<file path="src/hw/rtl/sfr_pkg.sv">
`timescale 1ns / 1ps

package sfr_pkg;

    localparam int PATTERN_MAX_DEF = 8;
    localparam int REPLACE_MAX     = 8;
    localparam int CFG_W           = 64;
    localparam int LEN_W           = 4;
    localparam int Q_DEPTH         = 2;

    localparam logic [7:0] NEWLINE_BYTE = 8'h0A;

    typedef enum logic [1:0] {
        CFG_PATTERN_BYTES      = 2'd0,
        CFG_PATTERN_LENGTH     = 2'd1,
        CFG_REPLACEMENT_BYTES  = 2'd2,
        CFG_REPLACEMENT_LENGTH = 2'd3
    } cfg_addr_t;

    typedef enum logic [2:0] {
        ST_IDLE,
        ST_SCAN,
        ST_FLUSH,
        ST_NL,
        ST_REPL,
        ST_FINISH
    } state_t;

    // one request as classified by the front
    typedef struct packed {
        logic [7:0] data;
        logic       nl;
        logic       eos;
    } q_item_t;

    // effective lengths after clamping
    typedef struct packed {
        logic [LEN_W-1:0] plen;
        logic [LEN_W-1:0] rlen;
    } len_t;

endpackage

</file>
<file path="src/hw/rtl/stream_find_and_replace.sv">
`timescale 1ns / 1ps

// Streaming find-and-replace over a byte stream: every leftmost, non-overlapping
// occurrence of the programmed pattern (1 to PATTERN_MAX bytes) is replaced by the
// programmed replacement (0 to 8 bytes); matches never cross a newline and the
// request that carries tlast flushes all held bytes. A front stage classifies each
// request into a two-entry queue and a single scan engine works one request at a
// time, producing at most one result per cycle. For each request the engine takes it
// from the queue, sends out the held bytes that can no longer start a match, then a
// newline or the replacement where one is due, and closes the request; a byte that
// passes straight through is sent out, and a request that is only held sends nothing.
// Results leave through a one-deep hold stage and an output register; a low
// m_tready stalls the engine once both are full. The last result of each request
// has m_tlast set. Program the registers only while the block is idle.
module stream_find_and_replace
#(
    parameter int PATTERN_MAX = sfr_pkg::PATTERN_MAX_DEF
)
(
    input  logic                       clk,
    input  logic                       rst_n,
    input  logic                       s_tvalid,
    output logic                       s_tready,
    input  logic [7:0]                 s_tdata,   // in_byte
    input  logic                       s_tlast,   // end_of_stream
    output logic                       m_tvalid,
    input  logic                       m_tready,
    output logic [7:0]                 m_tdata,   // out_byte
    output logic                       m_tlast,   // run_last
    output logic [1:0]                 m_tuser,   // byte_valid, stream_done
    input  logic                       cfg_we,
    input  logic [1:0]                 cfg_addr,
    input  logic [sfr_pkg::CFG_W-1:0]  cfg_data
);

    localparam int LEN_W = sfr_pkg::LEN_W;

    logic [8*PATTERN_MAX-1:0]    pattern_reg;
    logic [LEN_W-1:0]            plen_reg;
    logic [sfr_pkg::CFG_W-1:0]   replacement_reg;
    logic [LEN_W-1:0]            rlen_reg;
    sfr_pkg::len_t               lens;

    logic                        q_full;
    logic                        q_push;
    sfr_pkg::q_item_t            push_item;
    logic                        q_empty;
    logic                        q_pop;
    sfr_pkg::q_item_t            pop_item;

    always_ff @(posedge clk or negedge rst_n)
    begin
        if (!rst_n)
        begin
            pattern_reg     <= '0;
            plen_reg        <= LEN_W'(1);
            replacement_reg <= '0;
            rlen_reg        <= '0;
        end
        else if (cfg_we)
        begin
            unique case (sfr_pkg::cfg_addr_t'(cfg_addr))
                sfr_pkg::CFG_PATTERN_BYTES:      pattern_reg     <= cfg_data[8*PATTERN_MAX-1:0];
                sfr_pkg::CFG_PATTERN_LENGTH:     plen_reg        <= cfg_data[LEN_W-1:0];
                sfr_pkg::CFG_REPLACEMENT_BYTES:  replacement_reg <= cfg_data;
                sfr_pkg::CFG_REPLACEMENT_LENGTH: rlen_reg        <= cfg_data[LEN_W-1:0];
                default:
                begin
                end
            endcase
        end
    end

    // clamp lengths to the supported range
    always_comb
    begin
        if (plen_reg == '0)
        begin
            lens.plen = LEN_W'(1);
        end
        else if (plen_reg > LEN_W'(PATTERN_MAX))
        begin
            lens.plen = LEN_W'(PATTERN_MAX);
        end
        else
        begin
            lens.plen = plen_reg;
        end
        if (rlen_reg > LEN_W'(sfr_pkg::REPLACE_MAX))
        begin
            lens.rlen = LEN_W'(sfr_pkg::REPLACE_MAX);
        end
        else
        begin
            lens.rlen = rlen_reg;
        end
    end

    sfr_front u_front
    (
        .s_tvalid (s_tvalid),
        .s_tready (s_tready),
        .s_tdata  (s_tdata),
        .s_tlast  (s_tlast),
        .q_full   (q_full),
        .q_push   (q_push),
        .q_item   (push_item)
    );

    sfr_fifo u_fifo
    (
        .clk       (clk),
        .rst_n     (rst_n),
        .push      (q_push),
        .push_item (push_item),
        .full      (q_full),
        .pop       (q_pop),
        .pop_item  (pop_item),
        .empty     (q_empty)
    );

    sfr_back
    #(
        .PATTERN_MAX (PATTERN_MAX)
    )
    u_back
    (
        .clk         (clk),
        .rst_n       (rst_n),
        .q_empty     (q_empty),
        .q_item      (pop_item),
        .q_pop       (q_pop),
        .pattern     (pattern_reg),
        .replacement (replacement_reg),
        .lens        (lens),
        .m_tvalid    (m_tvalid),
        .m_tready    (m_tready),
        .m_tdata     (m_tdata),
        .m_tlast     (m_tlast),
        .m_tuser     (m_tuser)
    );

endmodule

</file>
<file path="src/hw/rtl/sfr_front.sv">
`timescale 1ns / 1ps

module sfr_front
(
    input  logic              s_tvalid,
    output logic              s_tready,
    input  logic [7:0]        s_tdata,
    input  logic              s_tlast,
    input  logic              q_full,
    output logic              q_push,
    output sfr_pkg::q_item_t  q_item
);

    assign s_tready = !q_full;
    assign q_push   = s_tvalid && !q_full;

    always_comb
    begin
        q_item.data = s_tdata;
        q_item.nl   = (s_tdata == sfr_pkg::NEWLINE_BYTE);
        q_item.eos  = s_tlast;
    end

endmodule

</file>
<file path="src/hw/rtl/sfr_fifo.sv">
`timescale 1ns / 1ps

module sfr_fifo
(
    input  logic              clk,
    input  logic              rst_n,
    input  logic              push,
    input  sfr_pkg::q_item_t  push_item,
    output logic              full,
    input  logic              pop,
    output sfr_pkg::q_item_t  pop_item,
    output logic              empty
);

    localparam int PTR_W = (sfr_pkg::Q_DEPTH > 1) ? $clog2(sfr_pkg::Q_DEPTH) : 1;
    localparam int CNT_W = $clog2(sfr_pkg::Q_DEPTH + 1);

    sfr_pkg::q_item_t   mem_reg [sfr_pkg::Q_DEPTH];
    logic [PTR_W-1:0]   wr_ptr_reg;
    logic [PTR_W-1:0]   rd_ptr_reg;
    logic [CNT_W-1:0]   count_reg;
    logic               do_push;
    logic               do_pop;

    assign full     = (count_reg == CNT_W'(sfr_pkg::Q_DEPTH));
    assign empty    = (count_reg == '0);
    assign do_push  = push && !full;
    assign do_pop   = pop && !empty;
    assign pop_item = mem_reg[rd_ptr_reg];

    function automatic logic [PTR_W-1:0] ptr_inc(input logic [PTR_W-1:0] p);
        if (p == PTR_W'(sfr_pkg::Q_DEPTH - 1))
        begin
            return '0;
        end
        return p + 1'b1;
    endfunction

    always_ff @(posedge clk or negedge rst_n)
    begin
        if (!rst_n)
        begin
            wr_ptr_reg <= '0;
            rd_ptr_reg <= '0;
            count_reg  <= '0;
        end
        else
        begin
            if (do_push)
            begin
                wr_ptr_reg <= ptr_inc(wr_ptr_reg);
            end
            if (do_pop)
            begin
                rd_ptr_reg <= ptr_inc(rd_ptr_reg);
            end
            if (do_push && !do_pop)
            begin
                count_reg <= count_reg + 1'b1;
            end
            else if (do_pop && !do_push)
            begin
                count_reg <= count_reg - 1'b1;
            end
        end
    end

    always_ff @(posedge clk)
    begin
        if (do_push)
        begin
            mem_reg[wr_ptr_reg] <= push_item;
        end
    end

endmodule

</file>
<file path="src/hw/rtl/sfr_back.sv">
`timescale 1ns / 1ps

module sfr_back
#(
    parameter int PATTERN_MAX = sfr_pkg::PATTERN_MAX_DEF
)
(
    input  logic                       clk,
    input  logic                       rst_n,
    input  logic                       q_empty,
    input  sfr_pkg::q_item_t           q_item,
    output logic                       q_pop,
    input  logic [8*PATTERN_MAX-1:0]   pattern,
    input  logic [sfr_pkg::CFG_W-1:0]  replacement,
    input  sfr_pkg::len_t              lens,
    output logic                       m_tvalid,
    input  logic                       m_tready,
    output logic [7:0]                 m_tdata,   // out_byte
    output logic                       m_tlast,   // run_last
    output logic [1:0]                 m_tuser    // byte_valid, stream_done
);

    localparam int BUF_W = 8 * PATTERN_MAX;
    localparam int CNT_W = $clog2(PATTERN_MAX + 1);
    localparam int LEN_W = sfr_pkg::LEN_W;

    sfr_pkg::state_t    state_reg;
    sfr_pkg::state_t    state_next;
    logic [BUF_W-1:0]   buf_reg;
    logic [CNT_W-1:0]   cnt_reg;
    logic               eos_reg;
    logic               nl_reg;
    logic [LEN_W-1:0]   rep_idx_reg;
    logic [7:0]         hold_reg;
    logic               hold_valid_reg;
    logic               out_valid_reg;
    logic [7:0]         out_byte_reg;
    logic               out_bv_reg;
    logic               out_last_reg;
    logic               out_done_reg;

    logic [BUF_W-1:0]   append_buf;
    logic [BUF_W-1:0]   diff;
    logic               bytes_match;
    logic               prefix;
    logic               scan_term;
    logic               scan_take;
    logic               emit_want;
    logic [7:0]         emit_byte;
    logic               do_shift;
    logic               do_take;
    logic               fin_want;
    logic               slot_ok;
    logic               push_ok;
    logic               fin_ok;
    logic               emit_fire;
    logic               fin_fire;
    logic               out_load;

    // prefix test of held bytes against the pattern
    assign diff = buf_reg ^ pattern;

    always_comb
    begin
        bytes_match = 1'b1;
        for (int k = 0; k < PATTERN_MAX; k++)
        begin
            if ((CNT_W'(k) < cnt_reg) && (diff[8*k +: 8] != 8'h00))
            begin
                bytes_match = 1'b0;
            end
        end
    end

    assign prefix    = (LEN_W'(cnt_reg) <= lens.plen) && bytes_match;
    assign scan_term = (cnt_reg == '0) || (prefix && (LEN_W'(cnt_reg) < lens.plen));
    assign scan_take = prefix && !hold_valid_reg;

    always_comb
    begin
        for (int k = 0; k < PATTERN_MAX; k++)
        begin
            if (CNT_W'(k) == cnt_reg)
            begin
                append_buf[8*k +: 8] = q_item.data;
            end
            else if (CNT_W'(k) < cnt_reg)
            begin
                append_buf[8*k +: 8] = buf_reg[8*k +: 8];
            end
            else
            begin
                append_buf[8*k +: 8] = 8'h00;
            end
        end
    end

    // handshake toward the output register and the one-deep hold stage
    assign slot_ok   = !out_valid_reg || m_tready;
    assign push_ok   = !hold_valid_reg || slot_ok;
    assign fin_ok    = slot_ok || (!hold_valid_reg && !eos_reg);
    assign emit_fire = emit_want && push_ok;
    assign fin_fire  = fin_want && fin_ok;
    assign out_load  = (emit_fire && hold_valid_reg) ||
                       (fin_fire && (hold_valid_reg || eos_reg));

    always_comb
    begin
        q_pop     = 1'b0;
        emit_want = 1'b0;
        emit_byte = 8'h00;
        do_shift  = 1'b0;
        do_take   = 1'b0;
        fin_want  = 1'b0;
        unique case (state_reg)
            sfr_pkg::ST_IDLE:
            begin
                q_pop = !q_empty;
            end
            sfr_pkg::ST_SCAN:
            begin
                if (scan_term)
                begin
                    fin_want = !eos_reg;
                end
                else if (scan_take)
                begin
                    do_take = 1'b1;
                end
                else
                begin
                    emit_want = 1'b1;
                    emit_byte = buf_reg[7:0];
                    do_shift  = 1'b1;
                end
            end
            sfr_pkg::ST_FLUSH:
            begin
                if (cnt_reg != '0)
                begin
                    emit_want = 1'b1;
                    emit_byte = buf_reg[7:0];
                    do_shift  = 1'b1;
                end
            end
            sfr_pkg::ST_NL:
            begin
                emit_want = 1'b1;
                emit_byte = sfr_pkg::NEWLINE_BYTE;
            end
            sfr_pkg::ST_REPL:
            begin
                if (rep_idx_reg < lens.rlen)
                begin
                    emit_want = 1'b1;
                    emit_byte = replacement[{rep_idx_reg[2:0], 3'b000} +: 8];
                end
            end
            sfr_pkg::ST_FINISH:
            begin
                fin_want = 1'b1;
            end
            default:
            begin
            end
        endcase
    end

    always_comb
    begin
        state_next = state_reg;
        unique case (state_reg)
            sfr_pkg::ST_IDLE:
            begin
                if (!q_empty)
                begin
                    state_next = q_item.nl ? sfr_pkg::ST_FLUSH : sfr_pkg::ST_SCAN;
                end
            end
            sfr_pkg::ST_SCAN:
            begin
                if (scan_term)
                begin
                    if (eos_reg)
                    begin
                        state_next = sfr_pkg::ST_FLUSH;
                    end
                    else if (fin_fire)
                    begin
                        state_next = sfr_pkg::ST_IDLE;
                    end
                end
                else if (scan_take)
                begin
                    state_next = sfr_pkg::ST_REPL;
                end
            end
            sfr_pkg::ST_FLUSH:
            begin
                if (cnt_reg == '0)
                begin
                    state_next = nl_reg ? sfr_pkg::ST_NL : sfr_pkg::ST_FINISH;
                end
            end
            sfr_pkg::ST_NL:
            begin
                if (emit_fire)
                begin
                    state_next = sfr_pkg::ST_FINISH;
                end
            end
            sfr_pkg::ST_REPL:
            begin
                if (rep_idx_reg >= lens.rlen)
                begin
                    state_next = sfr_pkg::ST_FINISH;
                end
            end
            sfr_pkg::ST_FINISH:
            begin
                if (fin_fire)
                begin
                    state_next = sfr_pkg::ST_IDLE;
                end
            end
            default:
            begin
                state_next = sfr_pkg::ST_IDLE;
            end
        endcase
    end

    always_ff @(posedge clk or negedge rst_n)
    begin
        if (!rst_n)
        begin
            state_reg      <= sfr_pkg::ST_IDLE;
            cnt_reg        <= '0;
            eos_reg        <= 1'b0;
            nl_reg         <= 1'b0;
            rep_idx_reg    <= '0;
            hold_valid_reg <= 1'b0;
            out_valid_reg  <= 1'b0;
        end
        else
        begin
            state_reg <= state_next;
            if (q_pop)
            begin
                eos_reg <= q_item.eos;
                nl_reg  <= q_item.nl;
                if (!q_item.nl)
                begin
                    cnt_reg <= cnt_reg + 1'b1;
                end
            end
            if (do_take)
            begin
                cnt_reg     <= '0;
                rep_idx_reg <= '0;
            end
            if (do_shift && emit_fire)
            begin
                cnt_reg <= cnt_reg - 1'b1;
            end
            if ((state_reg == sfr_pkg::ST_REPL) && emit_fire)
            begin
                rep_idx_reg <= rep_idx_reg + 1'b1;
            end
            if (emit_fire)
            begin
                hold_valid_reg <= 1'b1;
            end
            else if (fin_fire)
            begin
                hold_valid_reg <= 1'b0;
            end
            if (out_load)
            begin
                out_valid_reg <= 1'b1;
            end
            else if (m_tready)
            begin
                out_valid_reg <= 1'b0;
            end
        end
    end

    always_ff @(posedge clk)
    begin
        if (q_pop && !q_item.nl)
        begin
            buf_reg <= append_buf;
        end
        else if (do_take)
        begin
            buf_reg <= '0;
        end
        else if (do_shift && emit_fire)
        begin
            buf_reg <= buf_reg >> 8;
        end
        if (emit_fire)
        begin
            hold_reg <= emit_byte;
        end
        if (out_load)
        begin
            if (emit_fire)
            begin
                out_byte_reg <= hold_reg;
                out_bv_reg   <= 1'b1;
                out_last_reg <= 1'b0;
                out_done_reg <= 1'b0;
            end
            else
            begin
                out_byte_reg <= hold_valid_reg ? hold_reg : 8'h00;
                out_bv_reg   <= hold_valid_reg;
                out_last_reg <= 1'b1;
                out_done_reg <= eos_reg;
            end
        end
    end

    assign m_tvalid = out_valid_reg;
    assign m_tdata  = out_byte_reg;
    assign m_tlast  = out_last_reg;
    assign m_tuser  = {out_done_reg, out_bv_reg};

    a_idle_no_hold: assert property (@(posedge clk) disable iff (!rst_n)
        (state_reg == sfr_pkg::ST_IDLE) |-> !hold_valid_reg)
        else $error("result left in hold stage between requests");

    a_repl_empty_buf: assert property (@(posedge clk) disable iff (!rst_n)
        (state_reg == sfr_pkg::ST_REPL) |-> (cnt_reg == '0))
        else $error("held bytes remain during replacement");

    a_emit_holds: assert property (@(posedge clk) disable iff (!rst_n)
        emit_fire |=> hold_valid_reg)
        else $error("emitted byte not captured");

    a_no_overwrite: assert property (@(posedge clk) disable iff (!rst_n)
        out_load |-> (!out_valid_reg || m_tready))
        else $error("output register overwritten while stalled");

endmodule

</file>
<file path="config.mk">
export PLATFORM = sky130hd
export DESIGN_NAME = stream_find_and_replace
export DESIGN_NICKNAME = d
export VERILOG_FILES = /design/src/hw/rtl/sfr_pkg.sv /design/src/hw/rtl/stream_find_and_replace.sv /design/src/hw/rtl/sfr_front.sv /design/src/hw/rtl/sfr_fifo.sv /design/src/hw/rtl/sfr_back.sv
export SDC_FILE = /design/constraint.sdc
export NUM_CORES = 1
export LEC_CHECK = 0
export BUFFER_PORTS_ARGS = -buffer_cell sky130_fd_sc_hd__buf_2
export CAP_MARGIN = 20
export CORE_AREA = 2 2 151 153
export CTS_BUF_LIST = sky130_fd_sc_hd__clkbuf_8
export DETAILED_ROUTE_END_ITERATION = 8
export DIE_AREA = 0 0 153 155
export GPL_ROUTABILITY_DRIVEN = 0
export PLACE_DENSITY = 0.73
export SLEW_MARGIN = 30
export SYNTH_ARGS = -nofsm -noshare
export SYNTH_HDL_FRONTEND = slang
export SYNTH_SLANG_ARGS = --single-unit
export TNS_END_PERCENT = 5
</file>
<file path="constraint.sdc">
create_clock -name clk -period 3.6 [get_ports clk]
set_input_delay 0.36 -clock clk [delete_from_list [all_inputs] [get_ports clk]]
set_output_delay 0.36 -clock clk [all_outputs]
set_load 0.02 [all_outputs]
</file>
# Word-level counts from Yosys, hierarchy flattened
# Memories as Yosys holds them, arrays and structs flattened.
# Index checks and enable logic that the tools add are counted.
# classes
add_sub_neg	7
multipliers	0
div_mod_pow	0
magnitude_cmp	14
eq_ne	31
n_shift	1
muxes	83
bitwise	1
n_reduce_logical	72
# ops
cell	count
$mux W64	3
$mux W8	22
$reduce_bool A8 Y1	8
$shiftx A64 B7 Y8	1
$xor A64 B64 Y64	1
$mux W4	9
$mux W1	32
$pmux W8 S4	1
$mux W3	9
$reduce_and A2 Y1	13
$logic_and A1 B1 Y1	24
$ne A3 B3 Y1 const B	8
$pmux W3 S6	1
$eq A3 B4 Y1 const A	4
$lt A3 B4 Y1 const A	4
$add A4 B1 Y4 const B	2
$eq A2 B4 Y1 const A	2
$eq A8 B4 Y1 const B	1
$gt A4 B4 Y1 const B	2
$logic_not A1 Y1	8
$logic_not A4 Y1	2
$lt A1 B4 Y1 const A	2
$lt A2 B4 Y1 const A	2
$lt A4 B4 Y1	2
26 further kinds	46
# totals
regBits	238
latch_bits	0
mem_bits_rw	20
rom_bits	0
in_bits	80
out_inout_bits	13
word_cells	237
n_memories	1
# mem_list
memory	depth	word_bits	rd	rd_ports_with_merged_regs	write_ports	line_no	rtl
u_fifo.mem_reg	2	10	1	0	1	sfr_fifo.sv:18	sfr_pkg::q_item_t mem_reg [sfr_pkg::Q_DEPTH];

# Longest topological paths before layout
# Gate-level depths: netlist of the first run.
# depth
depth_word	21
ltp_mapped	13
ltp_nobuf	12

# Hierarchy
# A second synthesis of the first run with hierarchy kept.
# unflattened
hier_cells	878
hier_area_um2	12777.3
# by_module_without_submodules
module	instances	cells_per_inst	area_each_um2	seq_area_each_um2
sfr_back	1	515	6023.3	2867.8
stream_find_and_replace	1	299	5734.2	3404.5
sfr_fifo	1	50	919.6	700.7
sfr_front	1	14	100.1	0.0

# Worst setup path before layout of the first run
# No wires, ideal clock.
# synth_path
path_kind	reg-to-reg
start	register rlen_reg[3]
end	register u_back.hold_reg[0], enable pin
setup_time_ps	394
arrival_ps	2727
required_time_ps	3206
slack_ps	479
stages_incl_launch_ff	11
path_buffers	1
period_less_slack_ps	3121
path_cell_list	dfrtp_1 -> inv_1 -> nand2_1 -> ha_1 -> nor2b_1 -> o21ai_0 -> nand2b_1 -> a211oi_1 -> clkbuf_1 -> nor2_1 -> a211oi_1
# synth_between
elab_chain_len	6
# synth_lines
item	line_no	rtl
from (decl)	stream_find_and_replace.sv:41	logic [LEN_W-1:0] rlen_reg;
from (signal assigned)	stream_find_and_replace.sv:66	sfr_pkg::CFG_REPLACEMENT_LENGTH: rlen_reg <= cfg_data[LEN_W-1:0];
$gt A4 B4 Y1	stream_find_and_replace.sv:89	if (rlen_reg > LEN_W'(sfr_pkg::REPLACE_MAX))
$mux W4 (*)	stream_find_and_replace.sv:89	
$lt A4 B4 Y1 (*)	sfr_back.sv:153	if (rep_idx_reg < lens.rlen)
$mux W1 (*)	sfr_back.sv:153	
$pmux W1 S4 (*)	sfr_back.sv:115	unique case (state_reg)
$logic_and A1 B1 Y1 (*)	sfr_back.sv:102	assign emit_fire = emit_want && push_ok;
named net u_back.emit_fire	sfr_back.sv:56	logic emit_fire;
to (signal assigned)	sfr_back.sv:305	hold_reg <= emit_byte;
to (decl)	sfr_back.sv:34	logic [7:0] hold_reg;
# Mark *: on every way through the listed nets, which the timed path passes. The rest lies on a longest branch.
# A chain may end at the register's enable or synchronous reset.

# Worst setup path in the final report of the first run
# layout_path
start	register u_back.cnt_reg[0]
end	register u_back.buf_reg[40], enable pin
# layout_between
elab_chain_len	19
elab_cells_between_ends	46
classes_between	10 x order compare; 2 x eq/ne; 16 x mux; 18 x reduce/logical
# layout_lines
item	line_no	rtl
from (decl)	sfr_back.sv:30	logic [CNT_W-1:0] cnt_reg;
from (signal assigned)	sfr_back.sv:254	cnt_reg <= cnt_reg + 1'b1;
from (signal assigned)	sfr_back.sv:264	cnt_reg <= cnt_reg - 1'b1;
$lt A1 B4 Y1	sfr_back.sv:68	if ((CNT_W'(k) < cnt_reg) && (diff[8*k +: 8] != 8'h00))
$logic_and A1 B1 Y1	sfr_back.sv:68	
$mux W1 (8 in series)	sfr_back.sv:68	
$logic_and A1 B1 Y1	sfr_back.sv:75	assign prefix = (LEN_W'(cnt_reg) <= lens.plen) && bytes_match;
$logic_and A1 B1 Y1 (on tied branches)	sfr_back.sv:77, sfr_back.sv:76	
$mux W1 / $logic_or A1 B1 Y1 (equally long branches)	sfr_back.sv:126, sfr_back.sv:76	
$mux W1	sfr_back.sv:122	if (scan_term)
$pmux W1 S4	sfr_back.sv:115	
$logic_and A1 B1 Y1	sfr_back.sv:102	
$logic_and A1 B1 Y1	sfr_back.sv:299	else if (do_shift && emit_fire)
$reduce_bool A3 Y1 (no source line)	-	
$reduce_and A2 Y1 (no source line) (*)	-	
to (signal assigned)	sfr_back.sv:293	buf_reg <= append_buf;
to (signal assigned)	sfr_back.sv:301	buf_reg <= buf_reg >> 8;
to (decl)	sfr_back.sv:29	logic [BUF_W-1:0] buf_reg;
# Every way passes the cells marked *; elsewhere a longest branch is shown, timed or not.

==> reports/results.tsv, run 1 <==
stage	metric	value	unit
status	status	finished, final reports clean	
sta	setup_tns	0	ns
routing	wl_per_cell	21.52	um
sta	timing_hold_violations_final	0	
global_routing	grt.overflow.total	0	
finish	finish.utilization	0.6168	
finish	area_growth	15.08	%
pwr	clkPwrFrac	0.219	
finish	layout.cells.non_filler	1284	
die	io_pins	93	
yosys	synth_edf_count	103	
yosys	ys_seq_elements	258	
sta	rsz0062_at_grt	false	
routing	finalWirelength	27.63	mm
yosys	synthCells	843	
critical_path	worstPathRequired	3.77	ns
pwr	p_seq_frac	0.439	
pwr	p_int	0.007621	W
critical_path	crit_chain	inv_1 > ha_1 > inv_1 > nor3_1 > a21oi_1 > nor4_4 > and2_1 > a21oi_4 > a21boi_2 > a21oi_1	
die	core_area	22230	um2
pwr	comb_power_share	0.342	
yosys	ys_seq_area_frac	0.5853	
yosys	syn_nets	937	
critical_path	critPathCaptureType	register	
die	rows	55	
cts	cts_buffers	43	
sta	max_freq	0.3019	GHz
critical_path	arrival	3.49	ns
finish	layout-drive-gt1-share	0.3574	
job	maxCapViolCount	0	
sta	fin_worst_skew	0.03088	ns
yosys	synth_common_cells	dfrtp_1, mux2_2, edfxtp_1, a22o_1, xor2_1	
yosys	yosysWarnings	0	
pwr	p_per_area	852.5	nW/um2
yosys	syn_area	11910	um2
critical_path	path_max_fanout	10	
min_path	hp-class	input pin to register	
place	dp_cells	1195	
yosys	synthDistinctLibCells	56	
place	dp_hpwl	19.43	mm
sta	drv_slew	0	
critical_path	crit_family	compound AO/OA/AOI/OAI gates	
global_routing	antenna_found_initial	0	
routing	firstDrtPassIters	5	
yosys	netlist_top_cells_area	dfrtp_1, edfxtp_1, mux2_2, a22o_1, xor2_1	
yosys	synth.avg_cell_area	14.13	um2
routing	drtAntennaViolNets	0	
yosys	yosys.area.top_type_share	0.3235	
pwr	power.switching	0.004067	W
finish	num_antenna_cells	0	
sta	relSlewSlack	0.3786	
critical_path	critPathSlowestCell	a21oi_1	
critical_path	max_stage_delay	0.65	ns
critical_path	worstSetupPathType	register to register	
die	die_x	153	um
global_routing	track_usage	0.2375	
cts	clk_pin_slew	0.06	ns
sta	period_minus_slack	3.313	ns
critical_path	path_buf_inv	2	
pwr	leakage	5.614	nW
cts	insertion_delay	0.56	ns
cts	h-tree-depth	2	
sta	tightestPinTransition	0.9321	ns
routing	detailedRoute.firstIterationViolations	589	
global_routing	grt_pass1_vias	7754	
global_routing	grt_pass1_wl	43.50	mm
die	dieArea	23720	um2
yosys	synth_most_common_cell	dfrtp_1	
place	port_buffers	92	
cts	clock-sinks	258	
finish	fin_nets	1058	
cts	cts_buffer_depth	3	
cts	root_buffer	clkbuf_8	
die	start_util	0.5360	
yosys	synth-async-reset-ratio	0.6008	
pwr	ir_drop	0.0004344	V
sta	setup_viol	0	
yosys	yosysTopAreaCell	dfrtp_1	
die	die_y	155	um
routing	remaining_drc_errors	0	
routing	dr_total_vias	7572	
sta	period_share	0.9202	
pwr	switching_share	0.3480	
critical_path	critPathLaunchType	register	
cts	cts_tree	done	
routing	avgViaCountPerCell	5.897	
global_routing	grt_max_degree	82	
yosys	synth_ff_type	dfrtp_1	
## area by class of cell
type                            instances  area [um2]
Clock buffer                           53       729.5
Clock inverter                         27       141.4
Fill cell                            1705        8517
Inverter                               13       48.80
Multi-Input combinational cell        524        4720
Sequential cell                       258        6973
Tap cell                              285       356.6
Timing Repair Buffer                  124       742.0
## cell families (layout without fill, tap and decap cells)
kind of cell             Yosys count  count (layout)  share of synthesized area
buffers and inverters             61             217                    0.02090
XOR/XNOR                          70              70                    0.05146
adder cells (fa/ha/maj)           14              14                    0.01470
flip-flops                       258             258                     0.5853
AND/OR/NAND/NOR                  140             140                    0.06826
AO/OA/AOI/OAI                    129             129                    0.08381
multiplexers                     171             171                     0.1756
## metal layers
layer	GRT usage	share of wire	routed length (um)
met1	0.3202	0.43	11960
met2	0.3961	0.49	13440
met3	0.04345	0.056	1556
met4	0.07496	0.024	673
met5	0	0	0
## power groups by stage
stage | sequential [W] | combinational [W] | clock [W]
after floorplan | 0.00497 | 0.00290 | 0
after global placement | 0.00513 | 0.00389 | 0
after detailed placement | 0.00516 | 0.00395 | 0
after CTS | 0.00512 | 0.00399 | 0.00260
after global routing | 0.00522 | 0.00438 | 0.00274
final | 0.00513 | 0.00400 | 0.00256
## path summary, 6_finish.rpt
| check | from | end | slack (ns) | cells past startpoint |
|---|---|---|---|---|
| worst max-delay path | u_back.cnt_reg[0] | u_back.buf_reg[40] | 0.29 | 10 |
| worst min register to register | u_fifo.wr_ptr_reg | u_fifo.wr_ptr_reg | 0.50 | 1 |
| min in group asynchronous | rst_n | replacement_reg[6] | 0.44 | 2 |
| worst max register to register | u_back.cnt_reg[0] | u_back.buf_reg[40] | 0.29 | 10 |
| worst min-delay path | s_tdata[5] | u_fifo.mem_reg[0][7] | 0.02 | 1 |
| max in group asynchronous | rst_n | replacement_reg[45] | 2.28 | 3 |
## per-stage QoR
step | worst slack [ns] | hold WS (ns) | area [um2] | power [W]
6_report | 0.2871 | 0.02298 | 13710 | 0.01169
5_1_grt | 0.01153 | 0.02645 | 13710 | 0.01234
2_1_floorplan | 0.4791 | 0.06441 | 11910 | 0.007864
3_3_place_gp | 0.3511 | 0.4652 | 12740 | 0.009014
4_1_cts | 0.2953 | 0.006662 | 13700 | 0.01171
3_5_place_dp | 0.3126 | 0.4713 | 12740 | 0.009111
## placed cells by master (no fill, tap or decap), types with 3 or more instances in the layout
cell type,n
nor2_1,29
nor4_1,6
inv_1,30
a22o_1,48
mux4_2,16
clkbuf_8,53
nand3b_1,4
o21ai_0,17
a211oi_1,3
ha_1,14
dlygate4sd3_1,9
a21oi_1,19
mux2_2,144
nand2_1,21
nor3b_1,3
clkinv_1,3
and3_1,4
clkinv_2,5
nor3_1,17
nand4_1,9
and2_1,8
a32o_1,16
a221o_1,4
nand3_1,5
xor2_1,44
nor4_2,4
edfxtp_1,103
nor2b_1,9
a21o_1,6
buf_4,22
mux2i_1,11
dfrtp_1,154
and2_4,8
buf_2,91
nand2b_1,3
xnor2_1,26
## repair_timing
action,CTS,global route
endpoints found under the setup margin,0,8
setup buffers,0,0
hold buffers,9,0
gates resized for setup,0,1
endpoints found under the hold margin,95,0
No activity file was read; power rests on OpenSTA's default activity.
==> inputs of run 2 (changes only) <==
CORE_AREA = 2 2 200 202   (was 2 2 151 153)
DIE_AREA = 0 0 202 204   (was 0 0 153 155)
PLACE_DENSITY = default   (was 0.73)
clock period = 4.2 ns   (was 3.6 ns; I/O delays follow)
==> run 2 against run 1 <==
  * Clock power is 20% lower
  * Die area is 74% higher
  * Largest power group unchanged
  * Count of clock-buffer cells in the layout is 5 lower
  * Non-clock buffer count is 19 lower
  * Clock skew is 0.011 ns lower
  * Critical endpoint is now u_back.buf_reg[36]
  * Worst setup slack better by 0.15 ns
  * First-iteration DRC count is 7.6% lower
  * Core utilization is 27 points lower
  * Critical path depth stayed put
  * Total power is 16% lower
  * Register-to-register slack better by 0.15 ns
  * Flip-flop and latch count stayed put
==> reports/results.tsv, run 2 (synthesis gave the netlist of run 1 again) <==
stage	metric	value	unit	change
die	dieArea	41210	um2	was 23720 um2
finish	final_common_cell	dfrtp_1		unchanged
sta	tightestPinTransition	0.9456	ns	was 0.9321 ns
pwr	ir_drop	0.0002995	V	was 0.0004344 V
cts	cts_tree	done		unchanged
finish	area_growth	15.35	%	was 15.08%
place	dp_cells	1424		was 1195
routing	detailedRoute.firstIterationViolations	544		was 589
min_path	min_to	u_fifo.mem_reg[0][0]		was u_fifo.mem_reg[0][7]
finish	layout.cells.non_filler	1501		was 1284
finish	num_antenna_cells	0		unchanged
critical_path	critPathLaunchType	register		unchanged
sta	setup_viol	0		unchanged
pwr	p_per_area	713.3	nW/um2	was 852.5 nW/um2
finish	ff_latch_area	6973	um2	unchanged
global_routing	antenna_found_initial	1		was 0
status	status	finished, final reports clean		unchanged
min_path	hp-class	input pin to register		unchanged
finish	fin_nets	1039		was 1058
routing	avgViaCountPerCell	4.921		was 5.897
routing	drtAntennaViolNets	0		unchanged
cts	h-tree-depth	2		unchanged
die	core_area	39180	um2	was 22230 um2
finish	final_area	13740	um2	was 13710 um2
finish	multi_input_area	4713	um2	was 4720 um2
critical_path	rr_endpoint	u_back.buf_reg[36]		was u_back.buf_reg[40]
sta	timing_hold_violations_final	0		unchanged
die	io_pins	93		unchanged
routing	dr_total_vias	7386		was 7572
die	start_util	0.3041		was 0.5360
sta	worst_slack	0.4352	ns	was 0.2871 ns
pwr	report.power.total	0.009802	W	was 0.01169 W
cts	insertion_delay	0.56	ns	about the same
critical_path	regToRegStartpoint	u_back.cnt_reg[0]		unchanged
sta	relSlewSlack	0.3696		was 0.3786
global_routing	grt.overflow.total	0		unchanged
sta	period_share	0.8964		was 0.9202
sta	setup_tns	0	ns	unchanged
sta	max_freq	0.2656	GHz	was 0.3019 GHz
die	rows	73		was 55
finish	layout-drive-gt1-share	0.3463		was 0.3574
global_routing	grt_pass1_vias	7632		was 7754
global_routing	grt_max_degree	81		was 82
cts	clk_pin_slew	0.06	ns	about the same
sta	drv_slew	0		unchanged
finish	nFillCells	3822		was 1705
global_routing	track_usage	0.1483		was 0.2375
min_path	min_from	s_tlast		was s_tdata[5]
routing	firstDrtPassIters	5		unchanged
critical_path	critPathCaptureType	register		unchanged
cts	postCtsSetupRepairBufs	0		unchanged
critical_path	worstPathRequired	4.43	ns	was 3.77 ns
job	maxCapViolCount	0		unchanged
finish	final_cell_mix	dfrtp_1, mux2_2, edfxtp_1		unchanged
critical_path	critPathSlowestCell	a21boi_2		was a21oi_1
cts	cts_buffers	43		unchanged
routing	finalWirelength	29.85	mm	was 27.63 mm
cts	clock-sinks	258		unchanged
critical_path	arrival	3.99	ns	was 3.49 ns
cts	cts_buffer_depth	3		unchanged
die	die_x	202	um	was 153 um
place	port_buffers	92		unchanged
critical_path	worstSetupPathType	register to register		unchanged
sta	fin_worst_skew	0.01997	ns	was 0.03088 ns
critical_path	cp-startpoint	u_back.cnt_reg[0]		unchanged
critical_path	path_buf_inv	2		unchanged
critical_path	crit_chain	inv_1 > ha_1 > inv_1 > nor3_1 > a21oi_1 > nor4_4 > nand3b_1 > a21o_1 > a21boi_2 > a21oi_1		was inv_1 > ha_1 > inv_1 > nor3_1 > a21oi_1 > nor4_4 > and2_1 > a21oi_4 > a21boi_2 > a21oi_1
critical_path	max_stage_delay	0.56	ns	was 0.65 ns
critical_path	path_max_fanout	16		was 10
min_path	hold_depth	1		unchanged
cts	root_buffer	clkbuf_8		unchanged
pwr	leakage	5.468	nW	was 5.614 nW
critical_path	crit_family	compound AO/OA/AOI/OAI gates		unchanged
sta	period_minus_slack	3.765	ns	was 3.313 ns
routing	remaining_drc_errors	0		unchanged
critical_path	r2r_setup_slack	0.44	ns	was 0.29 ns
sta	rsz0062_at_grt	false		unchanged
global_routing	grt_pass1_wl	46.62	mm	was 43.50 mm
critical_path	reg2regPathDepth	10		unchanged
routing	wl_per_cell	19.88	um	was 21.52 um
die	die_y	204	um	was 155 um
place	pre_cts_slack	0.4775	ns	was 0.3126 ns
place	dp_hpwl	21.53	mm	was 19.43 mm
place	placed_area	12960	um2	was 12740 um2
[run 2: layout make-up]
type                    count  area share
repair buffers            105     0.04215
clock inverters            28    0.008103
multi-input cells         524      0.3430
flip-flops and latches    258      0.5074
clock buffers              48     0.04807
well taps                 525     0.04780
inverters                  13    0.003551
[run 2: worst max-delay path by stage]
stage,end,slack [ns],depth (start not counted)
2_1_floorplan,u_back.hold_reg[0],1.08,10
3_3_place_gp,u_back.buf_reg[61],0.54,10
3_5_place_dp,u_back.buf_reg[63],0.48,10
4_1_cts,u_back.buf_reg[56],0.46,10
5_1_grt,u_back.buf_reg[49],0.08,10
6_report,u_back.buf_reg[36],0.44,10
[run 2: stage by stage]
stage                     utilization  hold slack (ns)
after CTS                      0.3507          0.01069
after floorplan                     -           0.1244
after global routing           0.3507          0.02063
after global placement         0.3308           0.4776
after detailed placement       0.3308           0.4883
final                          0.3507          0.04783
[run 2: repair_timing]
| item | in CTS | in global routing |
|---|---|---|
| gates resized for setup | 0 | 0 |
| hold buffers | 1 | 0 |
| hold endpoints to repair | 79 | 0 |
[run 2: per-layer routing]
| layer | global-route usage | routed length (um) | vias up |
|---|---|---|---|
| li1 | - | - | 3393 |
| met1 | 0.2044 | 13670 | 3742 |
| met2 | 0.2386 | 14110 | 201 |
| met3 | 0.02535 | 1380 | 50 |
| met4 | 0.04674 | 680 | 0 |
| met5 | 0 | 0 | - |
[run 2: power breakdown]
part | internal, W | switching [W]
Combinational | 0.00148 | 0.00182
Sequential | 0.00379 | 0.000672
Clock | 0.00104 | 0.00100
==> inputs of run 3 (changes only) <==
MAX_ROUTING_LAYER = met4   (was default)
SLEW_MARGIN = default   (was 30)
==> run 3 against run 2 <==
  * Worst setup slack got worse by 0.014 ns
  * Total power about the same
  * Worst hold slack gained 0.0026 ns
  * Sequential share of layout area stayed put
  * Sequential power about the same
  * Non-clock buffer count unchanged
==> reports/results.tsv, run 3 (synthesis gave the netlist of run 1 again) <==
stage	metric	value	unit	change
critical_path	critPathLaunchType	register		unchanged
status	status	finished, final reports clean		unchanged
die	die_x	202	um	unchanged
sta	timing_hold_violations_final	0		unchanged
pwr	leakage	5.468	nW	unchanged
critical_path	r2r_setup_slack	0.42	ns	was 0.44 ns
die	core_area	39180	um2	unchanged
critical_path	path_max_fanout	16		unchanged
critical_path	regToRegStartpoint	u_back.cnt_reg[0]		unchanged
cts	clk_pin_slew	0.06	ns	about the same
critical_path	worstPathRequired	4.42	ns	was 4.43 ns
finish	fin_nets	1039		unchanged
finish	final_cell_mix	dfrtp_1, mux2_2, edfxtp_1		unchanged
global_routing	grt_pass1_vias	7632		unchanged
routing	drtAntennaViolNets	0		unchanged
finish	layout-drive-gt1-share	0.3463		unchanged
sta	period_minus_slack	3.779	ns	was 3.765 ns
routing	dr_total_vias	7362		was 7386
critical_path	endpoint	u_back.buf_reg[36]		unchanged
die	start_util	0.3041		unchanged
pwr	p_per_area	713.4	nW/um2	was 713.3 nW/um2
die	io_pins	93		unchanged
min_path	min_from	s_tlast		unchanged
pwr	switching_share	0.3562		was 0.3561
die	die_y	204	um	unchanged
global_routing	track_usage	0.1528		was 0.1483
critical_path	rr_endpoint	u_back.buf_reg[36]		unchanged
cts	cts_buffer_depth	3		unchanged
global_routing	grt.overflow.total	0		unchanged
die	rows	73		unchanged
place	dp_hpwl	21.53	mm	unchanged
pwr	p_seq_frac	0.455		about the same
pwr	p_int	0.006312	W	about the same
routing	avgViaCountPerCell	4.905		was 4.921
routing	wl_per_cell	19.85	um	was 19.88 um
finish	area_growth	15.35	%	unchanged
pwr	report.power.total	0.009804	W	was 0.009802 W
pwr	clkPwrFrac	0.208		about the same
sta	fin_worst_skew	0.02060	ns	was 0.01997 ns
finish	final_area	13740	um2	unchanged
global_routing	antenna_found_initial	1		unchanged
critical_path	arrival	4.00	ns	was 3.99 ns
place	placed_area	12960	um2	unchanged
cts	cts_tree	done		unchanged
critical_path	critPathCaptureType	register		unchanged
cts	h-tree-depth	2		unchanged
global_routing	grt_max_degree	81		unchanged
pwr	comb_power_share	0.337		about the same
place	pre_cts_slack	0.4775	ns	unchanged
finish	final_common_cell	dfrtp_1		unchanged
place	port_buffers	92		unchanged
cts	root_buffer	clkbuf_8		unchanged
sta	setup_viol	0		unchanged
critical_path	worstSetupPathType	register to register		unchanged
routing	finalWirelength	29.79	mm	was 29.85 mm
critical_path	cp-startpoint	u_back.cnt_reg[0]		unchanged
job	maxCapViolCount	0		unchanged
sta	rsz0062_at_grt	false		unchanged
sta	setup_tns	0	ns	unchanged
cts	clock-sinks	258		unchanged
critical_path	reg2regPathDepth	10		unchanged
sta	tightestPinTransition	0.9611	ns	was 0.9456 ns
sta	worst_slack	0.4213	ns	was 0.4352 ns
min_path	hp-class	input pin to register		unchanged
sta	max_freq	0.2646	GHz	was 0.2656 GHz
sta	holdWs	0.05043	ns	was 0.04783 ns
routing	remaining_drc_errors	0		unchanged
sta	drv_slew	0		unchanged
sta	period_share	0.8997		was 0.8964
pwr	power.switching	0.003492	W	was 0.003491 W
die	dieArea	41210	um2	unchanged
pwr	ir_drop	0.0002995	V	about the same
sta	relSlewSlack	0.3593		was 0.3696
global_routing	grt_pass1_wl	46.63	mm	was 46.62 mm
cts	insertion_delay	0.56	ns	about the same
routing	detailedRoute.firstIterationViolations	531		was 544
routing	firstDrtPassIters	5		unchanged
cts	cts_buffers	43		unchanged
finish	num_antenna_cells	0		unchanged
## run 3: cell counts in the layout (fill, tap and decap cells not counted)
No cell type changed its count.
## run 3: cell type report
class / instances / area (um2)
Fill cell: 3822 / 25440
Sequential cell: 258 / 6973
Multi-Input combinational cell: 524 / 4713
Clock buffer: 48 / 660.6
Tap cell: 525 / 656.9
Timing Repair Buffer: 105 / 579.3
Clock inverter: 28 / 111.4
Inverter: 13 / 48.80
## run 3: critical path, stage by stage, from the launching register on
cell      delay, ns
dfrtp_1        0.45
inv_1          0.17
ha_1           0.42
inv_1          0.10
nor3_1         0.33
a21oi_1        0.14
nor4_4         0.39
nand3b_1       0.14
a21o_1         0.39
a21boi_2       0.57
a21oi_1        0.33
## run 3: timing repair
action / in CTS / in global routing
endpoints found under the hold margin: 79 / 0
setup buffers: 0 / 0
gates resized for setup: 0 / 0
hold buffers: 1 / 0
## run 3: worst min-delay path by stage
stage,to,cells after the start
after floorplan,pattern_reg[0],0
after global placement,u_fifo.wr_ptr_reg,1
after detailed placement,u_fifo.wr_ptr_reg,1
after CTS,u_fifo.mem_reg[0][0],1
after global routing,u_fifo.mem_reg[0][0],1
final,u_fifo.mem_reg[0][0],1
## run 3: layer usage
layer	up-vias	routed length, um	part of all wire	GRT usage
met3	50	1357	0.046	0.02487
met2	197	14070	0.47	0.2397
met5	-	0	0	-
li1	3387	-	-	-
met4	0	645	0.022	0.04464
met1	3728	13730	0.46	0.2047
## run 3: stage by stage
step | util | std cells
finish | 0.3507 | 1501
global route | 0.3507 | 1501
CTS | 0.3507 | 1501
detailed placement | 0.3308 | 1424
global placement | 0.3308 | 1424
floorplan | - | 843
## run 3: power by group through the flow
stage / registers, W / clock network (W) / logic (W)
floorplan: 0.00426 / 0 / 0.00248
global placement: 0.00449 / 0 / 0.00325
detailed placement: 0.00450 / 0 / 0.00330
CTS: 0.00446 / 0.00210 / 0.00333
global route: 0.00456 / 0.00222 / 0.00364
finish: 0.00446 / 0.00204 / 0.00330
